### config.mk
export PLATFORM = sky130hd
export DESIGN_NAME = worker_packing_cpu_selector_core
export DESIGN_NICKNAME = d
export VERILOG_FILES = /design/src/rtl/wpcs_pkg.sv /design/src/rtl/worker_packing_cpu_selector_core.sv
export SDC_FILE = /design/constraint.sdc
export NUM_CORES = 1
export LEC_CHECK = 0
export BUFFER_PORTS_ARGS = -buffer_cell sky130_fd_sc_hd__buf_2
export CORE_MARGIN = 4
export CORE_UTILIZATION = 50
export CTS_CLUSTER_DIAMETER = 60
export CTS_CLUSTER_SIZE = 24
export DETAILED_ROUTE_END_ITERATION = 12
export PLACE_DENSITY = 0.64
export SLEW_MARGIN = 5
export SYNTH_ARGS = -nofsm -noshare
export SYNTH_HDL_FRONTEND = slang
export SYNTH_SLANG_ARGS = --single-unit
### constraint.sdc
create_clock -name clk -period 11.3 [get_ports clk]
set_input_delay 0 -clock clk [delete_from_list [all_inputs] [get_ports clk]]
set_output_delay 0 -clock clk [all_outputs]
set_load 0.1 [all_outputs]
### src/rtl/wpcs_pkg.sv
// Shared types, codes and defaults for the worker-packing CPU selector.
package wpcs_pkg;

  // Default sizes for the counter bank.
  localparam int DEF_NUM_CPUS   = 8;
  localparam int DEF_COUNT_BITS = 8;

  // The CPU masks and the CPU field cover eight CPUs.
  localparam int MASK_CPUS = 8;
  localparam int CPU_W     = 3;

  // Configuration port geometry.
  localparam int CFG_ADDR_W = 3;
  localparam int CFG_DATA_W = 8;

  // Configuration register indexes.
  localparam logic [CFG_ADDR_W-1:0] REG_ENABLE       = 3'd0;
  localparam logic [CFG_ADDR_W-1:0] REG_STRATEGY     = 3'd1;
  localparam logic [CFG_ADDR_W-1:0] REG_MIDDLE_START = 3'd2;
  localparam logic [CFG_ADDR_W-1:0] REG_MIDDLE_GROUP = 3'd3;
  localparam logic [CFG_ADDR_W-1:0] REG_AVAILABLE    = 3'd4;

  // Item kinds carried on the input tuser.
  typedef enum logic [1:0] {
    FUNC_ENQ   = 2'd0,
    FUNC_DEQ   = 2'd1,
    FUNC_FIND  = 2'd2,
    FUNC_CLEAR = 2'd3
  } func_t;

  // Sequencer states.
  typedef enum logic [2:0] {
    ST_IDLE,
    ST_EXEC,
    ST_SCAN,
    ST_PICK,
    ST_DONE
  } state_t;

endpackage

### src/rtl/worker_packing_cpu_selector_core.sv
// Worker-packing CPU selector: per-CPU worker counters and middle-group CPU pick.
// Enqueue, dequeue, clear and an early-exit find pass from the input transfer through the
// execute and done states to the output register. A scanning find reads one counter a
// cycle, min(NUM_CPUS, 8) in all, through the shared read port, then picks a CPU. The next
// input transfer waits until the result is handed off; a stalled output holds it back.
// Synchronous reset clears all counters and loads the register defaults.
module worker_packing_cpu_selector_core #(
  parameter int NUM_CPUS   = wpcs_pkg::DEF_NUM_CPUS,
  parameter int COUNT_BITS = wpcs_pkg::DEF_COUNT_BITS
) (
  input  logic                            clk,
  input  logic                            rst,
  // Input stream
  input  logic                            s_tvalid,
  output logic                            s_tready,
  input  logic [7:0]                      s_tdata,   // [2:0] cpu, [3] is_worker, [4] task_queued
  input  logic [1:0]                      s_tuser,   // [1:0] func
  // Result stream
  output logic                            m_tvalid,
  input  logic                            m_tready,
  output logic [7:0]                      m_tdata,   // [2:0] chosen_cpu, [3] task_queued_out,
                                                     // [4] count_error
  // Configuration write port
  input  logic                            cfg_we,
  input  logic [wpcs_pkg::CFG_ADDR_W-1:0] cfg_addr,
  input  logic [wpcs_pkg::CFG_DATA_W-1:0] cfg_wdata
);
  import wpcs_pkg::*;

  localparam int IDX_W  = $clog2(NUM_CPUS);
  localparam int SCAN_N = (NUM_CPUS < MASK_CPUS) ? NUM_CPUS : MASK_CPUS;
  localparam logic [IDX_W-1:0]      SCAN_LAST = IDX_W'(SCAN_N - 1);
  localparam logic [COUNT_BITS-1:0] COUNT_MAX = '1;

  // Configuration registers.
  logic                  cfg_enable;
  logic                  cfg_strategy;
  logic [3:0]            cfg_start;
  logic [MASK_CPUS-1:0]  cfg_group;
  logic [MASK_CPUS-1:0]  cfg_avail;

  // Item held during its processing.
  func_t                 it_func;
  logic [CPU_W-1:0]      it_cpu;
  logic                  it_worker;
  logic                  it_queued;

  // Counter bank.
  logic [COUNT_BITS-1:0] worker_count [NUM_CPUS];

  // Sequencer and scan state.
  state_t                state, state_next;
  logic [IDX_W-1:0]      idx;
  logic                  found;
  logic [COUNT_BITS-1:0] best_cnt;
  logic [CPU_W-1:0]      best_cpu;

  // Result and output registers.
  logic [CPU_W-1:0]      res_cpu, res_cpu_next;
  logic                  res_queued, res_queued_next;
  logic                  res_err, res_err_next;
  logic [CPU_W-1:0]      out_cpu;
  logic                  out_queued;
  logic                  out_err;

  // Control from the sequencer.
  logic                  cnt_we;
  logic                  clear_all;
  logic                  scan_start;
  logic                  scan_step;
  logic                  res_load;
  logic                  out_load;

  // Datapath signals.
  logic                  in_accept;
  logic                  it_in_range;
  logic [IDX_W-1:0]      it_idx;
  logic [4:0]            scan_ext;
  logic [CPU_W-1:0]      scan_cpu;
  logic                  scan_cand;
  logic                  start_ok;
  logic                  scan_go;
  logic [IDX_W-1:0]      rd_idx;
  logic [COUNT_BITS-1:0] rd_cnt;
  logic [COUNT_BITS-1:0] cnt_step;
  logic                  at_limit;
  logic                  cnt_greater;

  assign s_tready  = (state == ST_IDLE);
  assign in_accept = s_tvalid && s_tready;

  // Configuration register writes.
  always_ff @(posedge clk) begin
    if (rst) begin
      cfg_enable   <= 1'b1;
      cfg_strategy <= 1'b1;
      cfg_start    <= 4'hF;
      cfg_group    <= '0;
      cfg_avail    <= '1;
    end else if (cfg_we) begin
      unique case (cfg_addr)
        REG_ENABLE:       cfg_enable   <= cfg_wdata[0];
        REG_STRATEGY:     cfg_strategy <= cfg_wdata[0];
        REG_MIDDLE_START: cfg_start    <= cfg_wdata[3:0];
        REG_MIDDLE_GROUP: cfg_group    <= cfg_wdata[MASK_CPUS-1:0];
        REG_AVAILABLE:    cfg_avail    <= cfg_wdata[MASK_CPUS-1:0];
        default: ;
      endcase
    end
  end

  // Capture the item on its input transfer.
  always_ff @(posedge clk) begin
    if (in_accept) begin
      it_func   <= func_t'(s_tuser);
      it_cpu    <= s_tdata[2:0];
      it_worker <= s_tdata[3];
      it_queued <= s_tdata[4];
    end
  end

  // Index and range decode for the item's CPU and the scan position.
  assign it_in_range = (32'(it_cpu) < NUM_CPUS);
  assign it_idx      = IDX_W'(it_cpu);
  assign scan_ext    = 5'(idx);
  assign scan_cpu    = scan_ext[2:0];
  assign scan_cand   = cfg_group[scan_cpu] && cfg_avail[scan_cpu];

  // The middle start CPU must be non-negative and name an existing CPU.
  assign start_ok = !cfg_start[3] && (32'(cfg_start[2:0]) < NUM_CPUS);
  assign scan_go  = it_worker && cfg_enable && cfg_strategy && start_ok && (cfg_group != '0);

  // Single counter read port, shared by the update and the scan.
  assign rd_idx = (state == ST_SCAN) ? idx : it_idx;
  assign rd_cnt = worker_count[rd_idx];

  // Shared arithmetic unit: step the count, detect saturation, compare for the scan.
  assign cnt_step    = (it_func == FUNC_ENQ) ? rd_cnt + 1'b1 : rd_cnt - 1'b1;
  assign at_limit    = (it_func == FUNC_ENQ) ? (rd_cnt == COUNT_MAX) : (rd_cnt == '0);
  assign cnt_greater = (rd_cnt > best_cnt);

  // Next-state logic.
  always_comb begin
    state_next = state;
    unique case (state)
      ST_IDLE: if (s_tvalid) state_next = ST_EXEC;
      ST_EXEC: state_next = scan_start ? ST_SCAN : ST_DONE;
      ST_SCAN: if (idx == SCAN_LAST) state_next = ST_PICK;
      ST_PICK: state_next = ST_DONE;
      ST_DONE: if (out_load) state_next = ST_IDLE;
      default: state_next = ST_IDLE;
    endcase
  end

  // Sequencer outputs and result values.
  always_comb begin
    cnt_we          = 1'b0;
    clear_all       = 1'b0;
    scan_start      = 1'b0;
    scan_step       = 1'b0;
    res_load        = 1'b0;
    out_load        = 1'b0;
    res_cpu_next    = it_cpu;
    res_queued_next = it_queued;
    res_err_next    = 1'b0;
    unique case (state)
      ST_EXEC: begin
        unique case (it_func)
          FUNC_ENQ: begin
            res_load = 1'b1;
            if (cfg_enable && it_worker) begin
              res_queued_next = 1'b1;
              if (it_in_range) begin
                cnt_we       = !at_limit;
                res_err_next = at_limit;
              end
            end
          end
          FUNC_DEQ: begin
            res_load = 1'b1;
            if (it_queued) begin
              res_queued_next = 1'b0;
              if (it_worker && it_in_range) begin
                cnt_we       = !at_limit;
                res_err_next = at_limit;
              end
            end
          end
          FUNC_FIND: begin
            if (scan_go) begin
              scan_start = 1'b1;
            end else begin
              res_load = 1'b1;
            end
          end
          FUNC_CLEAR: begin
            clear_all = 1'b1;
            res_load  = 1'b1;
          end
          default: ;
        endcase
      end
      ST_SCAN: scan_step = 1'b1;
      ST_PICK: begin
        res_load = 1'b1;
        // Keep the proposed CPU when nothing qualified, or when it lies at or
        // above the middle start and the busiest candidate holds no worker.
        if (found && !((it_cpu >= cfg_start[2:0]) && (best_cnt == '0))) begin
          res_cpu_next = best_cpu;
        end
      end
      ST_DONE: out_load = !m_tvalid || m_tready;
      default: ;
    endcase
  end

  // State register.
  always_ff @(posedge clk) begin
    if (rst) begin
      state <= ST_IDLE;
    end else begin
      state <= state_next;
    end
  end

  // Scan position and the best candidate so far; the lowest CPU wins a tie.
  always_ff @(posedge clk) begin
    if (rst) begin
      idx   <= '0;
      found <= 1'b0;
    end else if (scan_start) begin
      idx   <= '0;
      found <= 1'b0;
    end else if (scan_step) begin
      idx <= idx + 1'b1;
      if (scan_cand && (!found || cnt_greater)) begin
        found    <= 1'b1;
        best_cnt <= rd_cnt;
        best_cpu <= scan_cpu;
      end
    end
  end

  // Counter bank update.
  always_ff @(posedge clk) begin
    if (rst || clear_all) begin
      for (int i = 0; i < NUM_CPUS; i++) begin
        worker_count[i] <= '0;
      end
    end else if (cnt_we) begin
      worker_count[it_idx] <= cnt_step;
    end
  end

  // Result register, filled once the item's work is finished.
  always_ff @(posedge clk) begin
    if (res_load) begin
      res_cpu    <= res_cpu_next;
      res_queued <= res_queued_next;
      res_err    <= res_err_next;
    end
  end

  // Output register: holds a result until its transfer.
  always_ff @(posedge clk) begin
    if (rst) begin
      m_tvalid <= 1'b0;
    end else if (out_load) begin
      m_tvalid <= 1'b1;
    end else if (m_tready) begin
      m_tvalid <= 1'b0;
    end
  end

  always_ff @(posedge clk) begin
    if (out_load) begin
      out_cpu    <= res_cpu;
      out_queued <= res_queued;
      out_err    <= res_err;
    end
  end

  assign m_tdata = {3'b000, out_err, out_queued, out_cpu};

`ifndef SYNTH
  // An accepted item blocks the input until its result is handed off.
  a_busy_after_accept: assert property (@(posedge clk) disable iff (rst)
    in_accept |=> !s_tready)
    else $error("input still ready after an item was accepted");

  // A picked CPU is always a member of the middle group and available.
  a_pick_in_group: assert property (@(posedge clk) disable iff (rst)
    (state == ST_PICK && found) |-> (cfg_group[best_cpu] && cfg_avail[best_cpu]))
    else $error("scan picked a CPU outside the available middle group");

  // A new result appears only as the hand-off from the finishing state.
  a_result_from_done: assert property (@(posedge clk) disable iff (rst)
    $rose(m_tvalid) |-> $past(state == ST_DONE))
    else $error("result valid raised outside the hand-off state");
`endif

endmodule
After elaboration in Yosys (flattened, before gate mapping)
Memory sizes are Yosys's and may differ from the RTL's.
Index checks and enable logic that the tools add are counted.
{"block": "word_totals", "regBits": 58, "latch_bits": 0, "ram_bits": 64, "rom_bits": 0, "in_bits": 26, "out_inout_bits": 10, "wordCells": 127, "n_memories": 1}
{"memory": "worker_count", "depth": 8, "word_bits": 8, "rd": 1, "rd_clocked_by_memory_dff": 0, "wr": 8, "line_no": "worker_packing_cpu_selector_core.sv:49", "rtl": "logic [COUNT_BITS-1:0] worker_count [NUM_CPUS];"}
{"block": "classes", "add_sub_neg": 3, "mul": 0, "div_mod_pow": 0, "n_lt_le_gt_ge": 3, "n_eq_ne": 16, "shift": 0, "n_mux": 46, "n_bitwise": 2, "reduce_logical": 35}
{"cell": "two-way mux 1 bit", "count": 28}
{"cell": "two-way mux 3 bit", "count": 8}
{"cell": "zero test 8 bit", "count": 2}
{"cell": "two-way mux 8 bit", "count": 2}
{"cell": "case mux 3 bit (5 select lines)", "count": 1}
{"cell": "equality test 3 x 2 -> 1 bit, second input constant", "count": 4}
{"cell": "AND reduction 2 bit", "count": 6}
{"cell": "case mux 1 bit (2 select lines)", "count": 5}
{"cell": "equality test 3 bit, second input constant", "count": 3}
{"cell": "logical AND 1 bit", "count": 9}
{"cell": "adder 8 x 1 -> 8 bit, second input constant", "count": 1}
{"cell": "equality test 8 bit, second input constant", "count": 1}
{"cell": "greater-than comparator 8 bit", "count": 1}
{"cell": "nonzero test 8 bit", "count": 1}
{"cell": "OR reduction 8 bit", "count": 1}
{"cell": "subtractor 8 x 1 -> 8 bit, second input constant", "count": 1}
{"cell": "binary-select mux 1 bit (select 3 bit)", "count": 2}
{"cell": "equality test 3 x 1 -> 1 bit, second input constant", "count": 2}
{"cell": "zero test 3 bit", "count": 2}
{"cell": "zero test 1 bit", "count": 5}
{"cell": "equality test 2 bit, second input constant", "count": 2}
{"cell": "less-than comparator 3 x 4 -> 1 bit, second input constant", "count": 1}
{"cell": "inequality test 2 bit, second input constant", "count": 2}
{"cell": "AND reduction 4 bit", "count": 1}
{"cell": "other kinds (11)", "count": 14}

Logic depth before layout (Yosys ltp)
An unclocked memory read counts as a cell.
{"block": "logic_depth", "ltp_word": 15, "depth_mapped": 16, "mapped_depth_nobuf": 12}

Least setup slack after synthesis
OpenSTA, ideal clock, no wires.
{"block": "synth_timing", "kind": "reg2reg", "from": "register state[1]", "to": "memory worker_count[0][4] (netlist name), data pin", "setup_time_ns": 0.255, "arrival_ns": 3.597, "required_time_ns": 11.045, "path_slack_ns": 7.448, "path_stages_with_launch": 15, "path_buffers": 4, "synth_period_minus_slack_ns": 3.852, "cell_sequence": "dfxtp_1 > buf_4 > or3b_1 > buf_2 > a21boi_2 > buf_6 > buf_6 > mux4_2 > a22oi_1 > nand3_1 > ha_1 > and4_1 > or4b_2 > xor2_1 > and3_1"}
{"element": "from (decl)", "line_no": "worker_packing_cpu_selector_core.sv:52", "rtl": "state_t state, state_next;"}
{"element": "from (signal assigned)", "line_no": "worker_packing_cpu_selector_core.sv:222", "rtl": "state <= state_next;"}
{"element": "to (decl)", "line_no": "worker_packing_cpu_selector_core.sv:49"}

==> run summary <==
Outcome = finished, final reports clean
Internal power = 897 µW
Synth unique cells = 62
Die W = 122 µm
Worst slack, placed = 6.15 ns
Die Ht = 122 µm
CTS Buffer Depth = 2
Ports = 36
Final slew viol count = 0
Syn. warnings = 0
Switching part of the total = 25.3%
Mapped Area = 6460 µm²
Total Nets Final = 617
Die area = 14,800 µm²
H-tree Lvls = 4
Final Hold Vio Count = 0
Critical Path RT = 11.37 ns
Share of cells above drive strength 1 = 18.5%
Combinational power share = 11.9%
EDFF count, synth = 92
Pwr Density = 161 nW/µm²
Worst VDD drop = 124 µV
Synth Area in Adders = 2.21%
Simple-gate share of the synthesized area = 20.5%
Clock Skew = 0.00824 ns
Final HPWL DP = 10,200 µm
Pin slew with the least headroom to its limit = 0.992 ns
Lkg Pwr = 2.81 nW
Max FO, Critical Path = 14
ANT nets after route = 0
GR Util All Layers = 21.0%
Drt wl/cell = 18.7 µm
Top-area cell type share of the netlist area = 42.8%
Yosys reg bits = 122
Asr flop ratio synth = 0%
Final core utilization = 59.0%
Main combinational cell family by area after synthesis = simple AND/OR/NAND/NOR gates
Largest net degree at the start of global routing = 29
TritonCTS clock tree = done
Top_reg_cell synth = edfxtp_1
Setup TNS = 0 ns
Via density = 5.67
WHS = 0.0233 ns
Area grow syn2layout = 15.2%
Clock power frac = 45.6%
Psw = 303 µW
Setup Crit Path Kind = flop to flop
Period utilization = 45.3%
GRT overflow = 0
Final Routed Wirelength = 14,400 µm
CP endpoint kind = flop
Pre-antenna DRT Iters = 5
Avg Inst Size Synth = 11.9 µm²
Hold Path Class = primary input to flop
Setup Viol. Count Final = 0
Iter 0 DRT Violations = 281
DR vias = 4,348
Mux share of post-synthesis cell area = 12.7%
Num CTS Buffers = 17
CP Data Arrival Time = 5.18 ns
Post-Syn Instances = 544
Core area = 12,600 µm²
Sequential share of power = 42.5%
Final worst slack = 6.18 ns
Clk_lat worst skew = 0.43 ns
Vias in the first global route = 4,498
Final GP Congestion = 0.810
Starting Density = 51.2%
Root Driver = clkbuf_16
First-pass GRT wire length = 23,300 µm
Post-synthesis compound-gate area fraction = 7.13%
Dominant cells by area after synthesis = edfxtp_1 43%, dfxtp_1 9.3%, mux4_2 7.3%
Clk sink count = 122
Clock transition at path regs = 0.06 ns
Unrepaired setup endpoints after global routing = no
Antenna diodes = 0
Critical path launch point type = flop
Post-route minimum period = 5.12 ns
Initial antenna violation count = 0
# DRC = 0
Fmax = 195 MHz
Row count = 41
Port bufs = 29
Post-synthesis sequential area ratio = 52.1%
Post-Synth XOR/XNOR Area = 1.49%
Max-cap violations = 0
Post-CTS Resized = 0
Area leader, netlist = edfxtp_1
Worst rel slew slack = 33.6%
==> Yosys cell counts, types with 10 or more instances <==
| master | number |
|---|---|
| a21oi_1 | 24 |
| and2_1 | 43 |
| and3_1 | 13 |
| clkbuf_1 | 12 |
| dfxtp_1 | 30 |
| edfxtp_1 | 92 |
| inv_1 | 14 |
| mux2i_1 | 23 |
| mux4_2 | 21 |
| nand2_1 | 57 |
| nand2b_1 | 13 |
| nand3_1 | 21 |
| nand3b_1 | 10 |
| nor2_1 | 19 |
| nor2b_1 | 27 |
| o21ai_0 | 10 |
| xnor2_1 | 10 |
==> routing by layer <==
| metal | up-vias | GRT usage, % | routed length, µm |
|---|---|---|---|
| met5 | - | 0 | 0 |
| met1 | 2134 | 25.4 | 5910 |
| met3 | 26 | 5.06 | 633 |
| li1 | 2072 | - | - |
| met4 | 0 | 9.03 | 305 |
| met2 | 116 | 36.0 | 7500 |
==> final cells by class <==
class	count	area (µm²)
clock inverter	15	178
timing repair buffer	50	345
multi-input combinational	377	2860
tap	172	215
fill	1073	5180
sequential	122	3360
clock buffer	17	425
inverter	14	52.6
==> flip-flops by register name, indices dropped and copies added, names as in the netlist <==
signal,cells
state,3
cfg_avail,8
out_queued,1
found,1
it_worker,1
it_queued,1
it_func,2
res_cpu,3
cfg_enable,1
res_err,1
it_cpu,3
cfg_start,4
m_tvalid,1
out_err,1
cfg_group,8
cfg_strategy,1
idx,3
res_queued,1
out_cpu,3
worker_count,64
best_cnt,8
best_cpu,3
==> placed cells by master (no fill, tap or decap), types with 10 or more instances in the layout <==
cell	count
a21oi_1	24
and2_1	43
and3_1	13
buf_2	29
clkbuf_16	17
dfxtp_1	30
dlygate4sd3_1	17
edfxtp_1	92
inv_1	14
mux2i_1	23
mux4_2	21
nand2_1	57
nand2b_1	13
nand3_1	21
nand3b_1	10
nor2_1	19
nor2b_1	27
o21ai_0	10
xnor2_1	10
==> metrics by stage <==
| step | area (µm²) | power (mW) | cells |
|---|---|---|---|
| global route | 7440 | 1.25 | 767 |
| floorplan | 6470 | 0.618 | 546 |
| global placement | 6670 | 0.654 | 718 |
| finish | 7440 | 1.20 | 767 |
| detailed placement | 6670 | 0.657 | 718 |
| CTS | 7440 | 1.21 | 767 |
==> logic make-up after synthesis <==
logic type	after synthesis
buffers and inverters	47
XOR/XNOR	11
flip-flops	122
AND/OR/NAND/NOR	231
adder cells (fa/ha/maj)	12
AO/OA/AOI/OAI	67
other	1
multiplexers	53
==> power groups by stage <==
stage          Combinational, mW  Clock, mW  Sequential (mW)
2_1_floorplan              0.102          0            0.516
3_3_place_gp               0.135          0            0.519
3_5_place_dp               0.138          0            0.520
4_1_cts                    0.143      0.555            0.510
5_1_grt                    0.156      0.579            0.512
6_report                   0.143      0.547            0.510
==> path summary, 6_finish.rpt <==
path,cells after the start,slack [ns],start,to
worst max register to register,9,6.18,state[1]$_SDFFE_PP0P_,worker_count[3][6]$_SDFFCE_PN0P_
worst max-delay path,9,6.18,state[1]$_SDFFE_PP0P_,worker_count[3][6]$_SDFFCE_PN0P_
worst min-delay path,4,0.02,cfg_addr[1],cfg_strategy$_SDFFE_PP1P_
worst min register to register,0,0.42,res_cpu[0]$_DFFE_PP_,out_cpu[0]$_DFFE_PP_
==> worst max-delay path, cell delays in order (launching register included) <==
cell      delay [ns]
dfxtp_1         0.51
or3b_1          0.70
a21boi_2        0.81
mux4_2          0.44
mux2i_2         0.37
or3_4           0.22
nor4b_4         0.06
nor4_2          0.60
nor3b_2         0.57
nand2b_1        0.46
==> what timing repair did <==
item / 4_1_cts / 5_1_grt
hold buffers: 17 / 0
setup buffers: 0 / 0
endpoints found under the hold margin: 31 / 0
(Power assumes the default switching activity.)
